--- config.mk ---
export PLATFORM = sky130hd
export DESIGN_NAME = linear_interp_resampler
export DESIGN_NICKNAME = d
export VERILOG_FILES = /design/src/lir_pkg.sv /design/src/lir_front.sv /design/src/lir_queue.sv /design/src/lir_back.sv /design/src/lir_lerp.sv /design/src/linear_interp_resampler.sv
export SDC_FILE = /design/constraint.sdc
export NUM_CORES = 1
export LEC_CHECK = 0
export BUFFER_PORTS_ARGS = -buffer_cell sky130_fd_sc_hd__buf_2
export CORE_UTILIZATION = 60
export CTS_BUF_LIST = sky130_fd_sc_hd__clkbuf_4 sky130_fd_sc_hd__clkbuf_8
export DETAILED_ROUTE_END_ITERATION = 8
export GPL_ROUTABILITY_DRIVEN = 0
export MAX_ROUTING_LAYER = met4
export PLACE_DENSITY = 0.77
export SYNTH_ARGS = -nofsm -noshare
export SYNTH_HDL_FRONTEND = slang
export SYNTH_SLANG_ARGS = --single-unit
--- constraint.sdc ---
create_clock -name clk -period 8.2 [get_ports clk]
set_clock_uncertainty 0.1 [all_clocks]
set_input_delay 1.64 -clock clk [delete_from_list [all_inputs] [get_ports clk]]
set_output_delay 1.64 -clock clk [all_outputs]
set_load 0.005 [all_outputs]
--- src/lir_pkg.sv ---
// Shared types and constants for the linear interpolation resampler.
package lir_pkg;

  localparam int SAMPLE_W         = 16;
  localparam int STEP_W           = 21;
  localparam int FRAC_BITS_DEF    = 16;
  localparam int MAX_UPSAMPLE_DEF = 8;
  localparam int QUEUE_DEPTH      = 4;

  localparam logic [STEP_W-1:0] STEP_RESET = 21'd65536;

  // Queue entry: one input sample, tagged by the front end.
  typedef struct packed {
    logic signed [SAMPLE_W-1:0] sample;
    logic                       last;
    logic                       first;
  } item_t;

  // One interpolation job handed from the sequencer to the datapath.
  typedef struct packed {
    logic signed [SAMPLE_W-1:0] a;
    logic [SAMPLE_W-1:0]        mag;
    logic                       neg;
    logic                       last_of_run;
    logic                       block_done;
  } op_t;

endpackage

--- src/lir_front.sv ---
// Input front end: takes input transfers and tags the first sample of each block.
module lir_front (
  input  logic                          clk,
  input  logic                          rst,
  input  logic                          in_valid,
  output logic                          in_ready,
  input  logic signed [15:0]            in_sample,
  input  logic                          end_of_input,
  input  logic                          q_full,
  output logic                          q_push,
  output lir_pkg::item_t                q_item
);
  import lir_pkg::*;

  logic block_start;

  assign in_ready = !q_full;
  assign q_push   = in_valid && in_ready;

  always_comb begin
    q_item.sample = in_sample;
    q_item.last   = end_of_input;
    q_item.first  = block_start;
  end

  always_ff @(posedge clk) begin
    if (rst) begin
      block_start <= 1'b1;
    end else if (q_push) begin
      block_start <= end_of_input;
    end
  end

endmodule

--- src/lir_queue.sv ---
// Small FIFO between the front end and the sequencer.
module lir_queue (
  input  logic           clk,
  input  logic           rst,
  input  logic           push,
  input  lir_pkg::item_t wr_item,
  output logic           full,
  input  logic           pop,
  output logic           valid,
  output lir_pkg::item_t rd_item
);
  import lir_pkg::*;

  localparam int PTR_W = $clog2(QUEUE_DEPTH);
  localparam int CNT_W = $clog2(QUEUE_DEPTH + 1);

  item_t            mem [QUEUE_DEPTH];
  logic [PTR_W-1:0] wr_ptr;
  logic [PTR_W-1:0] rd_ptr;
  logic [CNT_W-1:0] count;
  logic             do_pop;

  assign valid   = (count != '0);
  assign full    = (count == CNT_W'(QUEUE_DEPTH));
  assign rd_item = mem[rd_ptr];
  assign do_pop  = pop && valid;

  always_ff @(posedge clk) begin
    if (push) begin
      mem[wr_ptr] <= wr_item;
    end
  end

  always_ff @(posedge clk) begin
    if (rst) begin
      wr_ptr <= '0;
      rd_ptr <= '0;
      count  <= '0;
    end else begin
      if (push) begin
        wr_ptr <= wr_ptr + 1'b1;
      end
      if (do_pop) begin
        rd_ptr <= rd_ptr + 1'b1;
      end
      case ({push, do_pop})
        2'b10:   count <= count + 1'b1;
        2'b01:   count <= count - 1'b1;
        default: count <= count;
      endcase
    end
  end

endmodule

--- src/lir_back.sv ---
// Sequencer: walks the phase across intervals; at most one job per cycle, stalled by take.
module lir_back #(
  parameter int FRAC_BITS    = lir_pkg::FRAC_BITS_DEF,
  parameter int MAX_UPSAMPLE = lir_pkg::MAX_UPSAMPLE_DEF
) (
  input  logic                        clk,
  input  logic                        rst,
  input  logic                        cfg_write,
  input  logic [lir_pkg::STEP_W-1:0]  cfg_data,
  input  logic                        q_valid,
  input  lir_pkg::item_t              q_item,
  output logic                        q_pop,
  input  logic                        take,
  output logic                        op_valid,
  output lir_pkg::op_t                op,
  output logic [FRAC_BITS-1:0]        op_frac
);
  import lir_pkg::*;

  localparam int SW    = (FRAC_BITS > STEP_W) ? FRAC_BITS : STEP_W;
  localparam int PW    = SW + 1;
  localparam int CW    = $clog2(MAX_UPSAMPLE);
  localparam logic [PW-1:0] ONE      = PW'(1) << FRAC_BITS;
  localparam int            STEP_MIN = ((1 << FRAC_BITS) + MAX_UPSAMPLE - 1) / MAX_UPSAMPLE;
  localparam logic [CW-1:0] CNT_LAST = CW'(MAX_UPSAMPLE - 1);

  typedef enum logic {INTERP, TAIL} mode_t;

  logic [STEP_W-1:0]          phase_step;
  mode_t                      mode, mode_next;
  logic signed [SAMPLE_W-1:0] prev, prev_next;
  logic [PW-1:0]              phase, phase_next;
  logic [CW-1:0]              cnt, cnt_next;

  logic [SW-1:0]              step;
  logic [PW-1:0]              nphase;
  logic [PW-1:0]              after;
  logic [PW-1:0]              rem;
  logic signed [SAMPLE_W:0]   diff;
  logic [SAMPLE_W:0]          diff_abs;
  logic                       run_end;

  always_comb begin
    step = (SW'(phase_step) < SW'(STEP_MIN)) ? SW'(STEP_MIN) : SW'(phase_step);
    nphase   = phase + {1'b0, step};
    after    = nphase - ONE;
    rem      = phase - ONE;
    diff     = {q_item.sample[SAMPLE_W-1], q_item.sample} - {prev[SAMPLE_W-1], prev};
    diff_abs = diff[SAMPLE_W] ? -diff : diff;
    run_end  = (nphase >= ONE) || (cnt == CNT_LAST);
  end

  always_comb begin
    mode_next  = mode;
    prev_next  = prev;
    phase_next = phase;
    cnt_next   = cnt;
    q_pop      = 1'b0;
    op_valid   = 1'b0;
    op.a           = prev;
    op.mag         = diff_abs[SAMPLE_W-1:0];
    op.neg         = diff[SAMPLE_W];
    op.last_of_run = 1'b0;
    op.block_done  = 1'b0;
    op_frac        = phase[FRAC_BITS-1:0];

    if (q_valid && take) begin
      case (mode)
        INTERP: begin
          if (q_item.first) begin
            prev_next  = q_item.sample;
            phase_next = '0;
            cnt_next   = '0;
            if (q_item.last) begin
              mode_next = TAIL;
            end else begin
              q_pop = 1'b1;
            end
          end else if (phase < ONE) begin
            op_valid = 1'b1;
            if (run_end) begin
              prev_next = q_item.sample;
              cnt_next  = '0;
              if (q_item.last && (after < ONE)) begin
                // tail follows: the run does not end here
                mode_next  = TAIL;
                phase_next = after;
              end else if (q_item.last) begin
                op.last_of_run = 1'b1;
                op.block_done  = 1'b1;
                q_pop          = 1'b1;
                prev_next      = '0;
                phase_next     = '0;
              end else begin
                op.last_of_run = 1'b1;
                q_pop          = 1'b1;
                phase_next     = after;
              end
            end else begin
              phase_next = nphase;
              cnt_next   = cnt + 1'b1;
            end
          end else begin
            // interval skipped when downsampling
            prev_next  = q_item.sample;
            phase_next = rem;
            if (q_item.last && (rem < ONE)) begin
              mode_next = TAIL;
            end else if (q_item.last) begin
              q_pop      = 1'b1;
              prev_next  = '0;
              phase_next = '0;
            end else begin
              q_pop = 1'b1;
            end
          end
        end
        TAIL: begin
          op_valid = 1'b1;
          op.mag   = '0;
          op.neg   = 1'b0;
          if (run_end) begin
            op.last_of_run = 1'b1;
            op.block_done  = 1'b1;
            q_pop          = 1'b1;
            mode_next      = INTERP;
            prev_next      = '0;
            phase_next     = '0;
            cnt_next       = '0;
          end else begin
            phase_next = nphase;
            cnt_next   = cnt + 1'b1;
          end
        end
        default: begin
          mode_next = INTERP;
        end
      endcase
    end
  end

  always_ff @(posedge clk) begin
    if (rst) begin
      phase_step <= STEP_RESET;
      mode       <= INTERP;
      prev       <= '0;
      phase      <= '0;
      cnt        <= '0;
    end else begin
      if (cfg_write) begin
        phase_step <= cfg_data;
      end
      mode  <= mode_next;
      prev  <= prev_next;
      phase <= phase_next;
      cnt   <= cnt_next;
    end
  end

endmodule

--- src/lir_lerp.sv ---
// Interpolation datapath: operand stage, multiply stage and output register.
module lir_lerp #(
  parameter int FRAC_BITS = lir_pkg::FRAC_BITS_DEF
) (
  input  logic                  clk,
  input  logic                  rst,
  output logic                  take,
  input  logic                  op_valid,
  input  lir_pkg::op_t          op,
  input  logic [FRAC_BITS-1:0]  op_frac,
  output logic                  out_valid,
  input  logic                  out_ready,
  output logic signed [15:0]    out_sample,
  output logic                  last_of_run,
  output logic                  block_done
);
  import lir_pkg::*;

  localparam int PROD_W = SAMPLE_W + FRAC_BITS;

  logic                       s1_valid;
  op_t                        s1_op;
  logic [FRAC_BITS-1:0]       s1_frac;

  logic                       s2_valid;
  logic signed [SAMPLE_W-1:0] s2_a;
  logic                       s2_neg;
  logic                       s2_lor;
  logic                       s2_bd;
  logic [PROD_W-1:0]          s2_prod;

  logic [SAMPLE_W-1:0]        part;
  logic signed [SAMPLE_W:0]   result;

  // whole pipe moves together, held while the output waits
  assign take = !out_valid || out_ready;

  always_comb begin
    part = s2_prod[PROD_W-1:FRAC_BITS];
    if (s2_neg) begin
      result = {s2_a[SAMPLE_W-1], s2_a} - {1'b0, part};
    end else begin
      result = {s2_a[SAMPLE_W-1], s2_a} + {1'b0, part};
    end
  end

  always_ff @(posedge clk) begin
    if (rst) begin
      s1_valid  <= 1'b0;
      s2_valid  <= 1'b0;
      out_valid <= 1'b0;
    end else if (take) begin
      s1_valid  <= op_valid;
      s2_valid  <= s1_valid;
      out_valid <= s2_valid;
    end
  end

  always_ff @(posedge clk) begin
    if (take) begin
      s1_op       <= op;
      s1_frac     <= op_frac;
      s2_a        <= s1_op.a;
      s2_neg      <= s1_op.neg;
      s2_lor      <= s1_op.last_of_run;
      s2_bd       <= s1_op.block_done;
      s2_prod     <= PROD_W'(s1_op.mag) * PROD_W'(s1_frac);
      out_sample  <= result[SAMPLE_W-1:0];
      last_of_run <= s2_lor;
      block_done  <= s2_bd;
    end
  end

endmodule

--- src/linear_interp_resampler.sv ---
// Linear interpolation sample-rate converter: 16-bit signed audio, Q phase stepping.
// Path: an input transfer is written into the queue; the sequencer reads it there and
// issues jobs through the operand stage, multiply stage and output register to out_valid.
// Throughput: one result is issued per cycle while out_ready does not hold the pipe, at
// most MAX_UPSAMPLE per interval plus MAX_UPSAMPLE tail results; a block's first sample
// or a skipped interval yields no interpolated result. The queue takes inputs until full.
// Reset: synchronous; clears queue, pipeline and phase, and restores phase_step to 65536 (1.0 at FRAC_BITS 16).
module linear_interp_resampler #(
  parameter int FRAC_BITS    = lir_pkg::FRAC_BITS_DEF,
  parameter int MAX_UPSAMPLE = lir_pkg::MAX_UPSAMPLE_DEF
) (
  input  logic                       clk,
  input  logic                       rst,
  input  logic                       cfg_write,
  input  logic [lir_pkg::STEP_W-1:0] cfg_data,
  input  logic                       in_valid,
  output logic                       in_ready,
  input  logic signed [15:0]         in_sample,
  input  logic                       end_of_input,
  output logic                       out_valid,
  input  logic                       out_ready,
  output logic signed [15:0]         out_sample,
  output logic                       last_of_run,
  output logic                       block_done
);
  import lir_pkg::*;

  logic                 q_full;
  logic                 q_push;
  item_t                q_wr_item;
  logic                 q_valid;
  logic                 q_pop;
  item_t                q_rd_item;
  logic                 take;
  logic                 op_valid;
  op_t                  op;
  logic [FRAC_BITS-1:0] op_frac;

  lir_front u_front (
    .clk          (clk),
    .rst          (rst),
    .in_valid     (in_valid),
    .in_ready     (in_ready),
    .in_sample    (in_sample),
    .end_of_input (end_of_input),
    .q_full       (q_full),
    .q_push       (q_push),
    .q_item       (q_wr_item)
  );

  lir_queue u_queue (
    .clk     (clk),
    .rst     (rst),
    .push    (q_push),
    .wr_item (q_wr_item),
    .full    (q_full),
    .pop     (q_pop),
    .valid   (q_valid),
    .rd_item (q_rd_item)
  );

  lir_back #(
    .FRAC_BITS    (FRAC_BITS),
    .MAX_UPSAMPLE (MAX_UPSAMPLE)
  ) u_back (
    .clk       (clk),
    .rst       (rst),
    .cfg_write (cfg_write),
    .cfg_data  (cfg_data),
    .q_valid   (q_valid),
    .q_item    (q_rd_item),
    .q_pop     (q_pop),
    .take      (take),
    .op_valid  (op_valid),
    .op        (op),
    .op_frac   (op_frac)
  );

  lir_lerp #(
    .FRAC_BITS (FRAC_BITS)
  ) u_lerp (
    .clk         (clk),
    .rst         (rst),
    .take        (take),
    .op_valid    (op_valid),
    .op          (op),
    .op_frac     (op_frac),
    .out_valid   (out_valid),
    .out_ready   (out_ready),
    .out_sample  (out_sample),
    .last_of_run (last_of_run),
    .block_done  (block_done)
  );

endmodule
Yosys cells after proc, flatten, opt, wreduce, memory -nomap -nowiden

Memory sizes are Yosys's and may differ from the RTL's. A register that Yosys moved wholly into a read port is not among the register bits.
Cells that the tools add are included.

$add $sub $neg: 12
$mul: 1
Divide/modulo/power cells: 0
Order comparisons: 5
Equality and inequality tests: 7
Shifts and indexed selects: 0
Multiplexer cells: 58
Bitwise logic cells: 1
Reduce and logical (&&, ||, !) cells: 13

Operator list:

| cell                   | count |
|---|---|
| $mux 22                | 8 |
| $mux 16                | 9 |
| $lt 22x17->1 const B   | 3 |
| $pmux 22 s2            | 1 |
| $sub 22x17->22 const B | 2 |
| $mul 16x16->32         | 1 |
| $pmux 16 s2            | 1 |
| $add 22x21->22         | 1 |
| $ge 22x17->1 const B   | 1 |
| $lt 21x14->1 const B   | 1 |
| $mux 21                | 1 |
| $mux 1                 | 20 |
| $mux 19                | 1 |
| $mux 17                | 1 |
| $sub 16x16->17         | 1 |
| $add 16x16->16         | 1 |
| $neg 16->16            | 1 |
| $sub 16x16->16         | 1 |
| $mux 2                 | 7 |
| $pmux 3 s2             | 2 |
| $mux 3                 | 3 |
| $add 3x1->3 const B    | 2 |
| $eq 3x3->1 const B     | 2 |
| $pmux 1 s2             | 3 |
| other kinds (16)       | 23 |

Flip-flop bits (word level): 194
Latch bits: 0
Bits in writable memories: 72
Memory bits (read-only): 0
Output and inout bits: 20
Logic and storage cells: 124
Memories kept: 1

Memory list:

| memory      | depth | bits a word | read ports | clocked after Yosys merged registers in | wr ports | RTL line        | text |
|---|---|---|---|---|---|---|---|
| u_queue.mem | 4     | 18          | 1          | 1                                       | 1        | lir_queue.sv:17 | `item_t mem [QUEUE_DEPTH];` |

Depth between registers and ports, before layout

Gate-level depths: netlist of the first run.

Depth after elaboration: 15
Depth in mapped cells: 24
Gate-level depth less buffers: 24

Hierarchy

A second synthesis of the first run with hierarchy kept.

Cell total of the unflattened synthesis: 2,075
Area, all modules: 21,269.1 µm²

Modules (own cells, without submodules):

| module    | times used | cells each | area an instance (µm²) |
|---|---|---|---|
| lir_lerp  | 1          | 1,217      | 12,453.2 |
| lir_back  | 1          | 692        | 5,537.8 |
| lir_queue | 1          | 142        | 3,088.0 |
| lir_front | 1          | 24         | 190.2 |

Worst setup path before layout of the first run

No wires, ideal clock.

Path type: register to register
Start: register u_lerp.s1_frac[1]
End: register u_lerp.s2_prod[30] (data pin)
Setup time: 257 ps
Data arrival time: 6,082 ps
Required time: 7,843 ps
Path slack: 1,761 ps
Cell stages (with the launch flop): 24
Buffers on the path: 1
Path through: edfxtp_1 clkbuf_1 nand2_1 fa_1 inv_1 fa_1 inv_1 fa_1 inv_1 fa_1 inv_1 fa_1 inv_1 fa_1 ha_1 a221o_1 nor4_1 a211oi_1 o21ai_0 a311oi_1 o21a_1 o21a_1 o31a_1 xor2_1

Longest elaborated chain between the ends: 1

Ends and longest elaborated chain:

| what                   | RTL line       | text |
|---|---|---|
| start, declared        | lir_lerp.sv:23 | `logic [FRAC_BITS-1:0] s1_frac;` |
| start signal, assigned | lir_lerp.sv:62 | `s1_frac <= op_frac;` |
| $mul 16x16->32         | lir_lerp.sv:67 | `s2_prod <= PROD_W'(s1_op.mag) * PROD_W'(s1_frac);` |
| end signal, assigned   | lir_lerp.sv:67 |  |
| end, declared          | lir_lerp.sv:30 | `logic [PROD_W-1:0] s2_prod;` |

No other way between the ends.
A chain may end at the register's enable or synchronous reset.

Worst setup path after layout of the first run

Start: register u_lerp.s1_frac[7]
End: register u_lerp.s2_prod[30] (data pin)

Same word-level chain as after synthesis.

==> flow_metrics.env, run 1 <==
export IMPL_dp_slack_ps=1098
export IMPL_routed_wl_mm=42.16
export IMPL_rsz0062_at_grt="false"
export IMPL_drv_slew=0
export IMPL_synth_seq_area_share=0.3343
export IMPL_die_width_um=186.2
export IMPL_dp_cells=2404
export IMPL_critical_path_max_fanout=16
export IMPL_insertion_delay_ps=580
export IMPL_path_class="reg -> reg"
export IMPL_grtUsageTotal=0.2634
export IMPL_layout_commonest_cell="inv_1"
export IMPL_hpwl_mm=32.65
export IMPL_syn_to_final_growth_pct=7.577
export IMPL_fillers=2553
export IMPL_period_share=0.8670
export IMPL_maxCapViolCount=0
export IMPL_antenna_found_initial=0
export IMPL_first_pass_iters=5
export IMPL_ys_dominant_reg_cell="edfxtp_1"
export IMPL_critPathCaptureType="flip-flop"
export IMPL_max_clock_path_buffers=3
export IMPL_numCtsBuffers=44
export IMPL_initial_core_util=0.6088
export IMPL_finalInstanceArea_um2=21900
export IMPL_cts_sinks=252
export IMPL_via_count=14140
export IMPL_grt_pass1_vias=14270
export IMPL_max_slew_margin=0.2697
export IMPL_status="completed"
export IMPL_worst_slack_ps=1091
export IMPL_ctsHoldBuffers=0
export IMPL_postSynthAreaPerCell_um2=10.38
export IMPL_post_cts_resized=0
export IMPL_portBuffers=62
export IMPL_die_h_um=186.2
export IMPL_tightest_slew_ps=1095
export IMPL_met1_usage=0.3325
export IMPL_cts_root_buffer="clkbuf_8"
export IMPL_core_area_um2=33450
export IMPL_critPathArrivalTime_ps=7290
export IMPL_instances_no_fill=2487
export IMPL_grt_max_degree=78
export IMPL_avgRoutedWirePerCell_um=16.95
export IMPL_yosys_warnings=0
export IMPL_postPlaceCellArea_um2=20960
export IMPL_grt_busiest_layer="met2"
export IMPL_fin_crit_ps=7109
export IMPL_timing_hold_ws_ps=318.2
export IMPL_fin_nets=2408
export IMPL_use_met3=0.03914
export IMPL_multi_input_area_um2=12220
export IMPL_syn_num_nets=2367
export IMPL_hold_path_class="reg -> reg"
export IMPL_synth_edf_count=176
export IMPL_setup_tns_ps=0
export IMPL_syn_area_um2=20360
export IMPL_synth_cell_types=87
export IMPL_grt_overflow_total=0
export IMPL_critical_path_required_ps=8390
export IMPL_leakagePower_nw=9.702
export IMPL_cts_tree="done"
export IMPL_drive_above_1_share=0.09372
export IMPL_ant_nets=0
export IMPL_crit_path_start_kind="flip-flop"
export IMPL_pwr_density_cell_nw_per_um2=320.8
export IMPL_met2_usage=0.4427
export IMPL_setup_viol=0
export IMPL_max_freq_mhz=140.7
export IMPL_io_pins=63
export IMPL_viasPerCell=5.684
export IMPL_clk_pin_slew_worst_paths_ps=60
export IMPL_ys_ff_latch=252
export IMPL_regArea_um2=6807
export IMPL_drc=0
export IMPL_drt_iter0_markers=1045
export IMPL_most_common_layout_cells="inv_1 (273), nand2_1 (232), fa_1 (197)"
export IMPL_h_tree_depth=2
export IMPL_std_cell_rows=67
export IMPL_syn_inst=1961
export IMPL_max_vdd_ir_drop_mv=0.2347
export IMPL_grt_first_pass_wirelength_mm=69.63
export IMPL_die_area_um2=34680
export IMPL_hold_viol_final=0
export IMPL_ys_async_sr_fraction=0
export IMPL_post_cts_buffers=0
-- layout make-up --
class	count	area share
flip-flops and latches	252	0.3107
multi-input cells	1364	0.5578
diodes	1	0.0001142
inverters	274	0.04707
repair buffers	66	0.01554
clock buffers	59	0.03450
clock inverters	23	0.008625
well taps	448	0.02559
-- cells in the mapped netlist (41+ instances only) --
master | n | area (um^2)
fa_1 | 197 | 3944
edfxtp_1 | 176 | 5285
dfxtp_1 | 76 | 1521
and2_1 | 106 | 663.1
nand2_1 | 232 | 870.8
a21oi_1 | 60 | 300.3
inv_1 | 274 | 1028
ha_1 | 166 | 2077
nor2_1 | 119 | 446.7
clkbuf_1 | 52 | 195.2
nor3_1 | 41 | 205.2
xnor2_1 | 50 | 437.9
-- critical path, cell delays in order (launching register included) --
cell	delay (ps)
edfxtp_1	780
nand2_1	180
fa_1	570
inv_1	50
fa_1	500
inv_1	50
fa_1	520
inv_1	50
fa_1	470
inv_1	50
fa_1	470
inv_1	50
fa_1	440
ha_1	330
a221o_1	360
nor4_1	330
a211oi_1	220
o21ai_0	300
a311oi_1	190
o21a_1	230
o21a_1	210
o31a_1	260
xor2_1	140
-- final timing paths --
kind	start	end	slack (ps)	cells after the start
setup / recovery	u_lerp.s1_frac[7]	u_lerp.s2_prod[30]	1090	22
hold / removal	u_lerp.s1_op[30]	u_lerp.s2_a[11]	320	0
setup reg to reg	u_lerp.s1_frac[7]	u_lerp.s2_prod[30]	1090	22
hold reg to reg	u_lerp.s1_op[30]	u_lerp.s2_a[11]	320	0
-- state kept, by name, indices dropped and copies added (netlist names), 2 cells and up, named ones only --
name	cells
u_lerp.s2_prod	16
u_back.prev	16
u_back.phase_step	21
u_back.cnt	3
u_queue.rd_ptr	2
u_queue.mem	72
u_queue.count	3
u_lerp.s1_frac	16
u_lerp.out_sample	16
u_back.phase	22
u_lerp.s1_op	35
u_queue.wr_ptr	2
u_lerp.s2_a	16
-- metrics by stage --
step,power (mW),util
detailed placement,5.809,0.6266
global route,7.615,0.6548
finish,7.027,0.6549
CTS,7.043,0.6548
floorplan,4.848,-
global placement,5.650,0.6266
-- per-layer routing --
metal	wire, um	part of all wire
met1	17730	0.42
met2	20740	0.49
met3	2620	0.062
met4	1064	0.025
met5	0	0
-- power breakdown --
part / leakage, nW / total (mW) / switching, mW / internal, mW
clock network: 0.499 / 1.20 / 0.525 / 0.676
logic: 6.71 / 3.58 / 2.11 / 1.47
registers: 2.49 / 2.24 / 0.424 / 1.82
total: 9.70 / 7.03 / 3.06 / 3.97
-- logic make-up after synthesis --
logic type,Yosys count,share of synthesized area
compound gates,258,0.09021
xor+xnor,78,0.03423
fa+ha+maj,363,0.2957
buf+inv,345,0.06563
flops,252,0.3343
mux,43,0.03244
simple gates,622,0.1475
(Power assumes the default switching activity.)
==> inputs of run 2 (changes only) <==
CELL_PAD_IN_SITES_DETAIL_PLACEMENT = 2   (was unset)
CELL_PAD_IN_SITES_GLOBAL_PLACEMENT = 2   (was unset)
CORE_UTILIZATION = 44   (was 60)
PLACE_DENSITY = unset   (was 0.77)
PLACE_DENSITY_LB_ADDON = 0.1   (was unset)
==> run 2 against run 1 <==
  * Clock power rose by 14%
  * Core utilization fell by 17 points
  * Non-clock buffer count rose by 9
  * Cell area grew 1.7%
  * First-iteration DRC count fell by 33%
  * Register-to-register slack got worse by 530 ps
  * Sequential power hardly changed
  * Final cell count up 6.7%
  * Combinational power increased by 8.9%
  * Routed wire length rose by 37%
  * Maximum frequency shrank 6.9%
==> flow_metrics.env, run 2 (same netlist as run 1, synthesis figures left out) <==
export IMPL_grt_overflow_total=0
export IMPL_critPathArrivalTime_ps=7890
export IMPL_critPathCaptureType="flip-flop"
export IMPL_slowest_stage="edfxtp_1"
export IMPL_drv_slew=0
export IMPL_insertion_delay_ps=630
export IMPL_grtUsageTotal=0.2617
export IMPL_most_common_layout_cells="inv_1 (273), nand2_1 (232), fa_1 (197)"
export IMPL_max_slew_margin=0.1921
export IMPL_drt_iter0_markers=698
export IMPL_hpwl_mm=45.71
export IMPL_crit_path_start_kind="flip-flop"
export IMPL_h_tree_depth=2
export IMPL_crit_top_cell="fa_1"
export IMPL_critPathLaunch="u_lerp.s1_op[15]"
export IMPL_layout_commonest_cell="inv_1"
export IMPL_post_cts_buffers=0
export IMPL_critical_path_required_ps=8450
export IMPL_met1_usage=0.3222
export IMPL_reg2regPathDepth=23
export IMPL_pwr_density_cell_nw_per_um2=336.8
export IMPL_period_share=0.9315
export IMPL_max_vdd_ir_drop_mv=0.1844
export IMPL_portBuffers=62
export IMPL_maxCapViolCount=0
export IMPL_fin_crit_ps=7638
export IMPL_avgRoutedWirePerCell_um=21.77
export IMPL_cts_tree="done"
export IMPL_reg_top3="u_queue.mem x72, u_lerp.s1_op x35, u_back.phase x22"
export IMPL_regArea_um2=6807
export IMPL_post_cts_resized=0
export IMPL_via_count=14380
export IMPL_cts_sinks=252
export IMPL_hold_path_class="reg -> reg"
export IMPL_rsz0062_at_grt="false"
export IMPL_max_clock_path_buffers=3
export IMPL_status="completed"
export IMPL_grt_busiest_layer="met2"
export IMPL_std_cell_rows=78
export IMPL_initial_core_util=0.4477
export IMPL_drive_above_1_share=0.1015
export IMPL_routed_wl_mm=57.76
export IMPL_die_h_um=217.1
export IMPL_die_width_um=217.1
export IMPL_slowest_delay_ps=750
export IMPL_grt_first_pass_wirelength_mm=92.30
export IMPL_numCtsBuffers=46
export IMPL_viasPerCell=5.420
export IMPL_fillers=4767
export IMPL_timing_rr_end="u_lerp.s2_prod[31]"
export IMPL_met2_usage=0.4508
export IMPL_antenna_found_initial=4
export IMPL_fin_nets=2419
export IMPL_first_pass_iters=4
export IMPL_final_util=0.4898
export IMPL_core_area_um2=45480
export IMPL_ant_nets=0
export IMPL_max_freq_mhz=130.9
export IMPL_r2r_start="u_lerp.s1_op[15]"
export IMPL_die_area_um2=47140
export IMPL_drc=0
export IMPL_critical_path_max_fanout=16
export IMPL_crit_chain="nand2_1, fa_1, inv_1, fa_1, inv_1, fa_1, inv_1, fa_1, inv_1, fa_1, inv_1, fa_1, ha_1, o21ai_0, a21oi_1, nor2_1, a211oi_1, o21ai_0, a311oi_1, o21a_1, o21a_1, o21bai_1, xnor2_1"
export IMPL_syn_to_final_growth_pct=9.408
export IMPL_clk_pin_slew_worst_paths_ps=70
export IMPL_crit_end="u_lerp.s2_prod[31]"
export IMPL_top_register="u_queue.mem"
export IMPL_ctsHoldBuffers=0
export IMPL_cts_root_buffer="clkbuf_8"
export IMPL_tightest_slew_ps=1212
export IMPL_largest_reg_flops=72
export IMPL_hold_viol_final=0
export IMPL_grt_max_degree=76
export IMPL_grt_pass1_vias=16570
export IMPL_setup_viol=0
export IMPL_setup_tns_ps=0
export IMPL_use_met3=0.03690
export IMPL_r2r_setup_slack_ps=560
export IMPL_path_class="reg -> reg"
export IMPL_io_pins=63
export IMPL_leakagePower_nw=9.803
export IMPL_multi_input_area_um2=12220
## run 2: changes by cell type in the layout (fill, tap and decap cells not counted), sizes merged
cell | previous run | this run
clkbuf | 59 | 65
inv | 277 | 276
diode | 1 | 3
clkinv | 17 | 13
buf | 66 | 75
bufinv | 2 | 4
## run 2: critical path, delay by kind of cell, from the launching register on
family          cells  cell delay (ps)
flops               1              750
buf+inv             5              300
simple gates        2              240
compound gates      8             2410
xor+xnor            1              140
fa+ha+maj           7             3450
## run 2: routing by layer
layer | up-vias | wire length, um
met5 | - | 0
met4 | 0 | 1322
met3 | 97 | 1558
met2 | 186 | 29400
met1 | 7405 | 25480
li1 | 6692 | -
## run 2: power by group
part | switching [mW] | internal (mW) | leakage [nW]
Combinational | 2.38 | 1.52 | 6.76
Clock | 0.579 | 0.787 | 0.554
Sequential | 0.419 | 1.82 | 2.49
## run 2: final cells by class
| class | count | share of cell area |
|---|---|---|
| timing repair buffer | 75 | 0.01831 |
| sequential | 252 | 0.3055 |
| clock buffer | 65 | 0.03707 |
| clock inverter | 20 | 0.01028 |
| inverter | 274 | 0.04628 |
| antenna | 3 | 0.0003370 |
| tap | 600 | 0.03370 |
| multi-input combinational | 1364 | 0.5485 |
## run 2: worst min path at each step
stage	startpoint	endpoint	slack, ps	cells past startpoint
after floorplan	u_lerp.s2_bd	u_lerp.block_done	300	0
after global placement	u_lerp.s1_op[33]	u_lerp.s2_a[14]	300	0
after detailed placement	u_lerp.s2_bd	u_lerp.block_done	310	0
after CTS	u_lerp.s1_op[30]	u_lerp.s2_a[11]	330	0
after global routing	u_lerp.s1_op[24]	u_lerp.s2_a[5]	330	0
final	u_lerp.s1_op[30]	u_lerp.s2_a[11]	320	0
## run 2: per-stage QoR
step           area, um^2  hold WS [ps]  setup WS, ps  instances  total power [mW]
2_1_floorplan       20360         300.3          1761       1961             4.848
3_3_place_gp        21220         302.2          1067       2565             5.917
3_5_place_dp        21220         307.7         608.1       2565             6.186
4_1_cts             22270         325.7         505.5       2650             7.615
5_1_grt             22280         330.6         212.7       2653             8.079
6_report            22280         324.9         562.1       2653             7.503
